## src/rtl/tcrd_pkg.sv

```systemverilog
// Shared types, constants and register codes for the touch calibration and dwell block.
`timescale 1ns / 1ps
package tcrd_pkg;

  // Field widths
  localparam int unsigned RawW     = 16;
  localparam int unsigned CoordW   = 16;
  localparam int unsigned OffsetW  = 25;
  localparam int unsigned GainW    = 11;
  localparam int unsigned TargetW  = 16;
  localparam int unsigned BoxW     = 64;
  localparam int unsigned CfgIdxW  = 8;
  localparam int unsigned CfgDataW = 64;

  // Q14 arithmetic: signed gain times zero-extended raw reading, then a wide accumulator
  localparam int unsigned FracW = 14;
  localparam int unsigned ProdW = GainW + RawW + 1;
  localparam int unsigned AccW  = ProdW + 2;

  // Defaults for top-level parameters
  localparam int unsigned ScreenXSizeDef = 320;
  localparam int unsigned ScreenYSizeDef = 240;
  localparam int unsigned MidDepthDef    = 2;
  localparam int unsigned OutDepthDef    = 2;

  // Configuration register indexes
  typedef enum logic [CfgIdxW-1:0] {
    CFG_X_OFFSET      = 8'd0,
    CFG_X_GAIN_FROM_X = 8'd1,
    CFG_X_GAIN_FROM_Y = 8'd2,
    CFG_Y_OFFSET      = 8'd3,
    CFG_Y_GAIN_FROM_X = 8'd4,
    CFG_Y_GAIN_FROM_Y = 8'd5,
    CFG_DWELL_TARGET  = 8'd6,
    CFG_REGION_BOX    = 8'd7
  } cfg_idx_e;

  typedef enum logic [1:0] {
    DWELL_COUNTING = 2'd0,
    DWELL_DONE     = 2'd1,
    DWELL_ABORTED  = 2'd2
  } dwell_status_e;

  // Affine terms of one output axis
  typedef struct packed {
    logic signed [OffsetW-1:0] offset;
    logic signed [GainW-1:0]   gain_x;
    logic signed [GainW-1:0]   gain_y;
  } axis_cfg_t;

  // Region box, laid out so the 64-bit register maps directly (left lowest)
  typedef struct packed {
    logic [CoordW-1:0] height;
    logic [CoordW-1:0] width;
    logic [CoordW-1:0] top;
    logic [CoordW-1:0] left;
  } region_t;

  typedef struct packed {
    logic [TargetW-1:0] target;
    region_t            box;
  } dwell_cfg_t;

  // Calibrated sample passed from front to back
  typedef struct packed {
    logic              touched;
    logic [CoordW-1:0] cal_x;
    logic [CoordW-1:0] cal_y;
  } cal_item_t;

  // Finished result
  typedef struct packed {
    cal_item_t     cal;
    dwell_status_e status;
  } result_t;

endpackage

```

## src/rtl/tcrd_fifo.sv

```systemverilog
// Small synchronous queue with push/full and pop/empty sides.
`timescale 1ns / 1ps
module tcrd_fifo import tcrd_pkg::*; #(
  parameter int unsigned Width = 1,
  parameter int unsigned Depth = 2
) (
  input  logic             clk_i,
  input  logic             rst_ni,
  input  logic             push_i,
  output logic             full_o,
  input  logic [Width-1:0] wdata_i,
  input  logic             pop_i,
  output logic             empty_o,
  output logic [Width-1:0] rdata_o
);

  localparam int unsigned PtrW = (Depth > 1) ? $clog2(Depth) : 1;
  localparam int unsigned CntW = $clog2(Depth + 1);

  logic [Width-1:0] mem_q [Depth];
  logic [PtrW-1:0]  wptr_q, wptr_d, rptr_q, rptr_d;
  logic [CntW-1:0]  cnt_q, cnt_d;
  logic             do_push, do_pop;

  assign full_o  = (cnt_q == CntW'(Depth));
  assign empty_o = (cnt_q == '0);
  assign do_push = push_i && !full_o;
  assign do_pop  = pop_i && !empty_o;
  assign rdata_o = mem_q[rptr_q];

  // Advance pointers with wrap at the depth
  always_comb begin
    wptr_d = wptr_q;
    rptr_d = rptr_q;
    cnt_d  = cnt_q;
    if (do_push) begin
      wptr_d = (wptr_q == PtrW'(Depth - 1)) ? '0 : wptr_q + PtrW'(1);
    end
    if (do_pop) begin
      rptr_d = (rptr_q == PtrW'(Depth - 1)) ? '0 : rptr_q + PtrW'(1);
    end
    if (do_push && !do_pop) begin
      cnt_d = cnt_q + CntW'(1);
    end else if (do_pop && !do_push) begin
      cnt_d = cnt_q - CntW'(1);
    end
  end

  always_ff @(posedge clk_i or negedge rst_ni) begin
    if (!rst_ni) begin
      wptr_q <= '0;
      rptr_q <= '0;
      cnt_q  <= '0;
    end else begin
      wptr_q <= wptr_d;
      rptr_q <= rptr_d;
      cnt_q  <= cnt_d;
    end
  end

  // Store entry on a push transfer
  always_ff @(posedge clk_i) begin
    if (do_push) begin
      mem_q[wptr_q] <= wdata_i;
    end
  end

  assert property (@(posedge clk_i) disable iff (!rst_ni) cnt_q <= CntW'(Depth))
    else $error("fifo count exceeds depth");
  assert property (@(posedge clk_i) disable iff (!rst_ni)
    (do_push && !do_pop) |=> (cnt_q == $past(cnt_q) + CntW'(1)))
    else $error("fifo count did not grow on push");
  assert property (@(posedge clk_i) disable iff (!rst_ni)
    (cnt_q == '0) |-> (wptr_q == rptr_q))
    else $error("fifo pointers differ while empty");

endmodule

```

## src/rtl/tcrd_front.sv

```systemverilog
// Front end: two-stage Q14 affine calibration and clamp of each touch sample.
`timescale 1ns / 1ps
module tcrd_front import tcrd_pkg::*; #(
  parameter int unsigned SCREEN_X_SIZE = ScreenXSizeDef,
  parameter int unsigned SCREEN_Y_SIZE = ScreenYSizeDef
) (
  input  logic            clk_i,
  input  logic            rst_ni,
  input  logic            in_valid_i,
  output logic            in_ready_o,
  input  logic            pen_down_i,
  input  logic [RawW-1:0] raw_x_i,
  input  logic [RawW-1:0] raw_y_i,
  input  axis_cfg_t       x_cfg_i,
  input  axis_cfg_t       y_cfg_i,
  output logic            out_valid_o,
  input  logic            out_ready_i,
  output cal_item_t       out_item_o
);

  localparam int unsigned QW = AccW - 1 - FracW;
  localparam logic [CoordW-1:0] XLimit = CoordW'(SCREEN_X_SIZE);
  localparam logic [CoordW-1:0] YLimit = CoordW'(SCREEN_Y_SIZE);

  // Truncating divide by 16384 and clamp to 0..limit; negative sums clamp to zero
  function automatic logic [CoordW-1:0] clamp_q14(input logic signed [AccW-1:0] acc,
                                                  input logic [CoordW-1:0] limit);
    logic [QW-1:0]     q;
    logic [CoordW-1:0] qz;
    q  = acc[AccW-2:FracW];
    qz = CoordW'(q);
    if (acc[AccW-1]) begin
      return '0;
    end else if (qz > limit) begin
      return limit;
    end
    return qz;
  endfunction

  logic                    v1_q, v1_d, v2_q, v2_d;
  logic                    s1_ready, s2_ready;
  logic                    pen1_q;
  logic signed [ProdW-1:0] xx_q, xy_q, yx_q, yy_q;
  logic signed [AccW-1:0]  acc_x, acc_y;
  cal_item_t               item2_q, item2_d;

  assign s2_ready   = !v2_q || out_ready_i;
  assign s1_ready   = !v1_q || s2_ready;
  assign in_ready_o = s1_ready;
  assign out_valid_o = v2_q;
  assign out_item_o  = item2_q;

  // Advance stage valids
  always_comb begin
    v1_d = s1_ready ? in_valid_i : v1_q;
    v2_d = s2_ready ? v1_q : v2_q;
  end

  always_ff @(posedge clk_i or negedge rst_ni) begin
    if (!rst_ni) begin
      v1_q <= 1'b0;
      v2_q <= 1'b0;
    end else begin
      v1_q <= v1_d;
      v2_q <= v2_d;
    end
  end

  // Stage 1: gain products
  always_ff @(posedge clk_i) begin
    if (s1_ready && in_valid_i) begin
      pen1_q <= pen_down_i;
      xx_q   <= x_cfg_i.gain_x * $signed({1'b0, raw_x_i});
      xy_q   <= x_cfg_i.gain_y * $signed({1'b0, raw_y_i});
      yx_q   <= y_cfg_i.gain_x * $signed({1'b0, raw_x_i});
      yy_q   <= y_cfg_i.gain_y * $signed({1'b0, raw_y_i});
    end
  end

  // Stage 2: sum with offset, scale, clamp; zero coordinates when the pen is up
  always_comb begin
    acc_x = AccW'(x_cfg_i.offset) + AccW'(xx_q) + AccW'(xy_q);
    acc_y = AccW'(y_cfg_i.offset) + AccW'(yx_q) + AccW'(yy_q);
    item2_d.touched = pen1_q;
    item2_d.cal_x   = pen1_q ? clamp_q14(acc_x, XLimit) : '0;
    item2_d.cal_y   = pen1_q ? clamp_q14(acc_y, YLimit) : '0;
  end

  always_ff @(posedge clk_i) begin
    if (s2_ready && v1_q) begin
      item2_q <= item2_d;
    end
  end

endmodule

```

## src/rtl/tcrd_back.sv

```systemverilog
// Back end: region test and dwell counting on calibrated samples.
`timescale 1ns / 1ps
module tcrd_back import tcrd_pkg::*; (
  input  logic       clk_i,
  input  logic       rst_ni,
  input  logic       in_valid_i,
  output logic       in_ready_o,
  input  cal_item_t  in_item_i,
  input  dwell_cfg_t dwell_cfg_i,
  output logic       out_valid_o,
  input  logic       out_ready_i,
  output result_t    out_item_o
);

  logic [TargetW-1:0] hit_count_q, hit_count_d, hit_inc;
  logic [CoordW:0]    x_end, y_end;
  logic               x_in, y_in, xfer;
  dwell_status_e      status;

  assign xfer        = in_valid_i && out_ready_i;
  assign in_ready_o  = out_ready_i;
  assign out_valid_o = in_valid_i;

  // Region bounds without wrap
  assign x_end = {1'b0, dwell_cfg_i.box.left} + {1'b0, dwell_cfg_i.box.width};
  assign y_end = {1'b0, dwell_cfg_i.box.top} + {1'b0, dwell_cfg_i.box.height};
  assign x_in  = (in_item_i.cal_x >= dwell_cfg_i.box.left) && ({1'b0, in_item_i.cal_x} < x_end);
  assign y_in  = (in_item_i.cal_y >= dwell_cfg_i.box.top) && ({1'b0, in_item_i.cal_y} < y_end);
  assign hit_inc = hit_count_q + TargetW'(1);

  // Classify sample and update the dwell count
  always_comb begin
    hit_count_d = hit_count_q;
    status      = DWELL_ABORTED;
    if (!in_item_i.touched || !y_in) begin
      hit_count_d = '0;
    end else begin
      status = DWELL_COUNTING;
      if (x_in) begin
        if (hit_inc >= dwell_cfg_i.target) begin
          status      = DWELL_DONE;
          hit_count_d = '0;
        end else begin
          hit_count_d = hit_inc;
        end
      end
    end
    out_item_o.cal    = in_item_i;
    out_item_o.status = status;
  end

  always_ff @(posedge clk_i or negedge rst_ni) begin
    if (!rst_ni) begin
      hit_count_q <= '0;
    end else if (xfer) begin
      hit_count_q <= hit_count_d;
    end
  end

  assert property (@(posedge clk_i) disable iff (!rst_ni)
    (xfer && (status == DWELL_DONE || status == DWELL_ABORTED)) |=> (hit_count_q == '0))
    else $error("dwell count not cleared after done or abort");
  assert property (@(posedge clk_i) disable iff (!rst_ni)
    !xfer |=> $stable(hit_count_q))
    else $error("dwell count moved without a transfer");
  assert property (@(posedge clk_i) disable iff (!rst_ni)
    (xfer && status == DWELL_DONE) |-> in_item_i.touched)
    else $error("done reported with pen up");

endmodule

```

## src/rtl/touch_calibrate_region_dwell_top.sv

```systemverilog
// Top level: configuration registers, calibration front, queues and dwell back end.
// Path: a sample is registered in front stage one, then front stage two, then the middle
// queue and then the result queue, where its result becomes visible.
// Throughput: one sample per cycle unless a full queue stalls the front or dwell step.
// Reset (rst_ni low, asynchronous): queues empty, dwell count zero, registers zero
// except the dwell target, which resets to one.
`timescale 1ns / 1ps
module touch_calibrate_region_dwell_top import tcrd_pkg::*; #(
  parameter int unsigned SCREEN_X_SIZE = ScreenXSizeDef,
  parameter int unsigned SCREEN_Y_SIZE = ScreenYSizeDef,
  parameter int unsigned MidDepth      = MidDepthDef,
  parameter int unsigned OutDepth      = OutDepthDef
) (
  input  logic                clk_i,
  input  logic                rst_ni,
  input  logic                cfg_we_i,
  input  logic [CfgIdxW-1:0]  cfg_idx_i,
  input  logic [CfgDataW-1:0] cfg_wdata_i,
  input  logic                push,
  output logic                full,
  input  logic                pen_down_i,
  input  logic [RawW-1:0]     raw_x_i,
  input  logic [RawW-1:0]     raw_y_i,
  output logic                empty,
  input  logic                pop,
  output logic                touched_o,
  output logic [CoordW-1:0]   cal_x_o,
  output logic [CoordW-1:0]   cal_y_o,
  output logic [1:0]          dwell_status_o
);

  localparam int unsigned CalW = $bits(cal_item_t);
  localparam int unsigned ResW = $bits(result_t);

  axis_cfg_t  x_cfg_q, y_cfg_q;
  dwell_cfg_t dwell_cfg_q;

  logic      front_ready, front_valid;
  cal_item_t front_item, mid_item;
  logic      mid_full, mid_empty, back_ready, back_valid, out_full;
  result_t   back_item, out_item;

  // Configuration register writes
  always_ff @(posedge clk_i or negedge rst_ni) begin
    if (!rst_ni) begin
      x_cfg_q            <= '0;
      y_cfg_q            <= '0;
      dwell_cfg_q.target <= TargetW'(1);
      dwell_cfg_q.box    <= '0;
    end else if (cfg_we_i) begin
      case (cfg_idx_i)
        CFG_X_OFFSET:      x_cfg_q.offset     <= cfg_wdata_i[OffsetW-1:0];
        CFG_X_GAIN_FROM_X: x_cfg_q.gain_x     <= cfg_wdata_i[GainW-1:0];
        CFG_X_GAIN_FROM_Y: x_cfg_q.gain_y     <= cfg_wdata_i[GainW-1:0];
        CFG_Y_OFFSET:      y_cfg_q.offset     <= cfg_wdata_i[OffsetW-1:0];
        CFG_Y_GAIN_FROM_X: y_cfg_q.gain_x     <= cfg_wdata_i[GainW-1:0];
        CFG_Y_GAIN_FROM_Y: y_cfg_q.gain_y     <= cfg_wdata_i[GainW-1:0];
        CFG_DWELL_TARGET:  dwell_cfg_q.target <= cfg_wdata_i[TargetW-1:0];
        CFG_REGION_BOX:    dwell_cfg_q.box    <= region_t'(cfg_wdata_i[BoxW-1:0]);
        default: ;
      endcase
    end
  end

  assign full = !front_ready;

  tcrd_front #(
    .SCREEN_X_SIZE(SCREEN_X_SIZE),
    .SCREEN_Y_SIZE(SCREEN_Y_SIZE)
  ) u_front (
    .clk_i      (clk_i),
    .rst_ni     (rst_ni),
    .in_valid_i (push),
    .in_ready_o (front_ready),
    .pen_down_i (pen_down_i),
    .raw_x_i    (raw_x_i),
    .raw_y_i    (raw_y_i),
    .x_cfg_i    (x_cfg_q),
    .y_cfg_i    (y_cfg_q),
    .out_valid_o(front_valid),
    .out_ready_i(!mid_full),
    .out_item_o (front_item)
  );

  // Decoupling queue between front and back
  tcrd_fifo #(
    .Width(CalW),
    .Depth(MidDepth)
  ) u_mid_fifo (
    .clk_i  (clk_i),
    .rst_ni (rst_ni),
    .push_i (front_valid),
    .full_o (mid_full),
    .wdata_i(front_item),
    .pop_i  (back_ready),
    .empty_o(mid_empty),
    .rdata_o(mid_item)
  );

  tcrd_back u_back (
    .clk_i      (clk_i),
    .rst_ni     (rst_ni),
    .in_valid_i (!mid_empty),
    .in_ready_o (back_ready),
    .in_item_i  (mid_item),
    .dwell_cfg_i(dwell_cfg_q),
    .out_valid_o(back_valid),
    .out_ready_i(!out_full),
    .out_item_o (back_item)
  );

  // Result queue facing the consumer
  tcrd_fifo #(
    .Width(ResW),
    .Depth(OutDepth)
  ) u_out_fifo (
    .clk_i  (clk_i),
    .rst_ni (rst_ni),
    .push_i (back_valid),
    .full_o (out_full),
    .wdata_i(back_item),
    .pop_i  (pop),
    .empty_o(empty),
    .rdata_o(out_item)
  );

  assign touched_o      = out_item.cal.touched;
  assign cal_x_o        = out_item.cal.cal_x;
  assign cal_y_o        = out_item.cal.cal_y;
  assign dwell_status_o = out_item.status;

endmodule
```

## config.mk

```make
export PLATFORM = sky130hd
export DESIGN_NAME = touch_calibrate_region_dwell_top
export DESIGN_NICKNAME = d
export VERILOG_FILES = /design/src/rtl/tcrd_pkg.sv /design/src/rtl/tcrd_fifo.sv /design/src/rtl/tcrd_front.sv /design/src/rtl/tcrd_back.sv /design/src/rtl/touch_calibrate_region_dwell_top.sv
export SDC_FILE = /design/constraint.sdc
export NUM_CORES = 2
export LEC_CHECK = 0
export BUFFER_PORTS_ARGS = -buffer_cell sky130_fd_sc_hd__clkbuf_2
export CORE_MARGIN = 2
export CORE_UTILIZATION = 40
export DETAILED_ROUTE_END_ITERATION = 10
export PLACE_DENSITY = 0.64
export SLEW_MARGIN = 20
export SYNTH_ARGS = -nofsm -noshare
export SYNTH_HDL_FRONTEND = slang
export SYNTH_HIERARCHICAL = 1
export SYNTH_SLANG_ARGS = --single-unit
export TNS_END_PERCENT = 20
```

## constraint.sdc

```tcl
create_clock -name clk_i -period 10.02 [get_ports clk_i]
set_input_delay 2.004 -clock clk_i [delete_from_list [all_inputs] [get_ports clk_i]]
set_output_delay 2.004 -clock clk_i [all_outputs]
set_load 0.05 [all_outputs]
```

==> key figures <==
Yosys
  – Ys flop type: edfxtp_1
  – Syn Inst Count: 4517
  – Post-synth EDFFs: between 200 and 300
  – Largest family of logic cells by synthesized area: adder cells
  – Mapped Area: 0.0481 mm²
  – Post-Synth XOR/XNOR Area: about 2.7%
  – Distinct cells, synth: between 90 and 100
  – Simple-gate area share of the yosys netlist: 12.3%
  – Synth async-reset ratio: about two fifths
  – Syn_area_per_cell: 10.7 µm²
  – Ranking of synthesized cells by area: fa_1 (23%), edfxtp_1 (17%), ha_1 (13%)
  – Area share of the largest cell type after synthesis: between 20% and 30%
  – Post-synthesis mux area share: 6.36%
  – Seq cells post-synth: 480
  – Post-synthesis adder-cell area fraction: 36.1%
  – Complex-gate fraction of the synthesized area: 6.70%
  – Seq/Total Area, Yosys: 27.9%
  – Synth warnings: 6
  – Synth area leader: fa_1

Floorplanning
  – I/O pins: roughly 150
  – Die Y: 351 µm
  – Die footprint: 0.123 mm²
  – FP Rows: 127
  – Core region area: around 0.12 mm²
  – Initial Utilization: between 40% and 50%
  – Die Wd: 351 µm

STA
  – Fin crit period: between 7000 and 8000 ps
  – Unrepaired setup endpoints after global routing: no
  – Final hold vios: 0
  – Max-slew violations: 0
  – Fmax: 0.136 GHz
  – Setup TNS: 0 ps
  – Worst hold margin: 400 ps
  – Final period util: 73.5%
  – Clk_skew: roughly 75 ps
  – Final setup violating endpoints: 0
  – Worst Tran Pin Value: 1080 ps
  – Relative slew slack: 27.5%

Power
  – Leak pwr: roughly 25 nW
  – Net switching power: approximately 3.6 mW
  – Clk pwr share: 24.1%
  – Switching part of the total power: 39.8%
  – Internal power: roughly 5.4 mW
  – Peak VDD IR: 0.297 mV
  – Sequential Power Share: 33.3%
  – Gate power share: a little over two fifths
  – Power per standard cell area: 171 mW/mm²

GRT
  – Total track usage: 19.2%
  – Initial antenna violation count: 16
  – Vias in the first global route: 32487
  – Largest net degree at the start of global routing: 72
  – Total grt overflow: 0
  – First-pass GRT wire length: 184000 µm

Cells and area
  – Commonest cells after routing, fill and taps aside: inv_1 (743), fa_1 (560), ha_1 (493)
  – Layout cells sized above 1: 11.7%
  – Commonest non-fill, non-tap cell in the layout: inv_1
  – Fin nets: about 5700
  – Post-Route Utilization: 43.5%
  – Area Overhead vs Synth: 8.11%

Clocking
  – Cts hold-fix bufs: 0
  – Clock latency on the worst-skew pair: 670 ps
  – TritonCTS Buffers: 54
  – CTS H-tree lvls: 2
  – Clock Sink Count: 480
  – Post-cts resize count: 0
  – CTS tree: done
  – Postcts setup bufs: 0
  – Worst-path clk slew: around 60 ps
  – CTS root buf: clkbuf_16
  – Bufs on Longest Clock Path: 3

Detailed routing
  – # DRC: 0
  – Final wirelength: 117000 µm
  – Routed WL per cell: 18.8 µm
  – Final ANT Viol Nets: 0
  – Vias per inst: roughly 5.1
  – Via count: 31777
  – Starting DRC count in detailed routing: 1966
  – Drt first pass iters: 8

Worst setup path
  – Worst EP required: 10430 ps
  – CP max-delay cell: fa_1
  – Critical path's most frequent cell: fa_1
  – Buffers and inverters on the worst path: 4
  – Worst setup SP type: input port
  – Critical Path Fanout Max: 22
  – Slowest Stage Delay on Critical Path: 570 ps
  – CP Cell Sequence: clkbuf_2, nand2_1, fa_1, inv_1, fa_1, fa_1, fa_1, inv_1, fa_1, inv_1, ha_1, a21o_1, a21o_1, a21oi_1, nand2_1, a211oi_1, o31ai_1, o21a_1, a21o_1, a21oi_1, xnor2_1
  – Largest delay share family, worst path: adder cells
  – CP Data Arrival Time: between 7000 and 8000 ps
  – Critical path type: input port to register
  – Worst setup EP type: register

Place
  – Final HPWL DP: between 90000 and 100000 µm
  – Port-buffer cells: 146
  – Global placer's final weighted congestion: 0.871

Run
  – Max-Cap Viols: 0

Min path
  – Hold Path Class: register to register

Run status
  – Status: finished clean
routing by layer:
layer  vias to the layer above  GRT usage (%)  routed length (µm)
met1                     16066           25.4               51100
met4                        10           5.89                3670
met5                         -              0                  57
met2                       733           32.5               55800
met3                       161           2.96                6190
li1                      14807              -                   -
state kept, by name (all words and copies together) (netlist names), 2 cells and up:
signal / cells
dwell_cfg_q: 80
u_back/hit_count_q: 16
u_front/out_item_o: 31
u_front/xx_q: 28
u_front/xy_q: 28
u_front/yx_q: 28
u_front/yy_q: 28
u_mid_fifo/cnt_q: 2
u_mid_fifo/mem_q: 66
u_out_fifo/cnt_q: 2
u_out_fifo/mem_q: 70
x_cfg_q: 47
y_cfg_q: 47
final cells by class:
class	instances	area, µm²
Antenna cell	3	7.51
Clock buffer	60	1410
Clock inverter	42	564
Fill cell	11226	67600
Inverter	744	2790
Multi-Input combinational cell	3122	31000
Sequential cell	480	13400
Tap cell	1612	2020
Timing Repair Buffer	160	866
synthesized netlist by cell type (all sizes together), types with 68 or more instances:
library cell	instances
nor2	151
fa	560
nand2	432
and2	317
a21oi	143
inv	744
dfrtp	199
clkbuf	117
mux2	245
buf	68
xnor2	101
o21ai	85
edfxtp	280
ha	493
through the flow:
| stage | area [µm²] | power [mW] | cells | setup slack [ps] |
|---|---|---|---|---|
| 2_1_floorplan | 48200 | 5.87 | 4531 | 2510 |
| 3_3_place_gp | 50000 | 6.70 | 6117 | 2120 |
| 3_5_place_dp | 50100 | 6.79 | 6118 | 2020 |
| 4_1_cts | 52000 | 8.99 | 6220 | 2720 |
| 5_1_grt | 52100 | 9.50 | 6222 | 2360 |
| 6_report | 52100 | 8.92 | 6223 | 2650 |
final timing paths:
| path | from | to | slack (ps) | cells after the start |
|---|---|---|---|---|
| worst max-delay path | raw_y_i[8] | u_front/xy_q[27] | 2650 | 21 |
| worst min-delay path | u_front/out_item_o[5] | u_mid_fifo/mem_q[0][5] | 400 | 0 |
| worst max register to register | x_cfg_q[21] | u_front/xx_q[27] | 3520 | 20 |
| worst min register to register | u_front/out_item_o[5] | u_mid_fifo/mem_q[0][5] | 400 | 0 |
| max in group asynchronous | rst_ni | y_cfg_q[35] | 7220 | 2 |
| min in group asynchronous | rst_ni | dwell_cfg_q[57] | 1310 | 1 |
worst register-to-register path: cells and delay by family, from the launching register on:
family,cells,cell delay (ps)
DFF,1,710
buffers and inverters,3,550
xor gates and xnor gates,1,80
and+or+nand+nor,1,230
AOI/OAI and AO/OA,9,2010
adders and majority gates,6,2690
cells by family after synthesis:
logic type | Yosys count
XOR/XNOR | 150
multiplexers | 253
buffers and inverters | 929
adder cells (fa/ha/maj) | 1053
AND/OR/NAND/NOR | 1173
other | 1
AO/OA/AOI/OAI | 478
flip-flops | 480
power groups by stage:
stage               logic [mW]  clock network (mW)  registers [mW]
floorplan                 2.99                   0            2.88
global placement          3.71                   0            3.00
detailed placement        3.78                   0            3.01
CTS                       3.81                2.20            2.98
global route              4.20                2.29            3.01
finish                    3.80                2.15            2.97
Power figures use the tool's default switching activity.
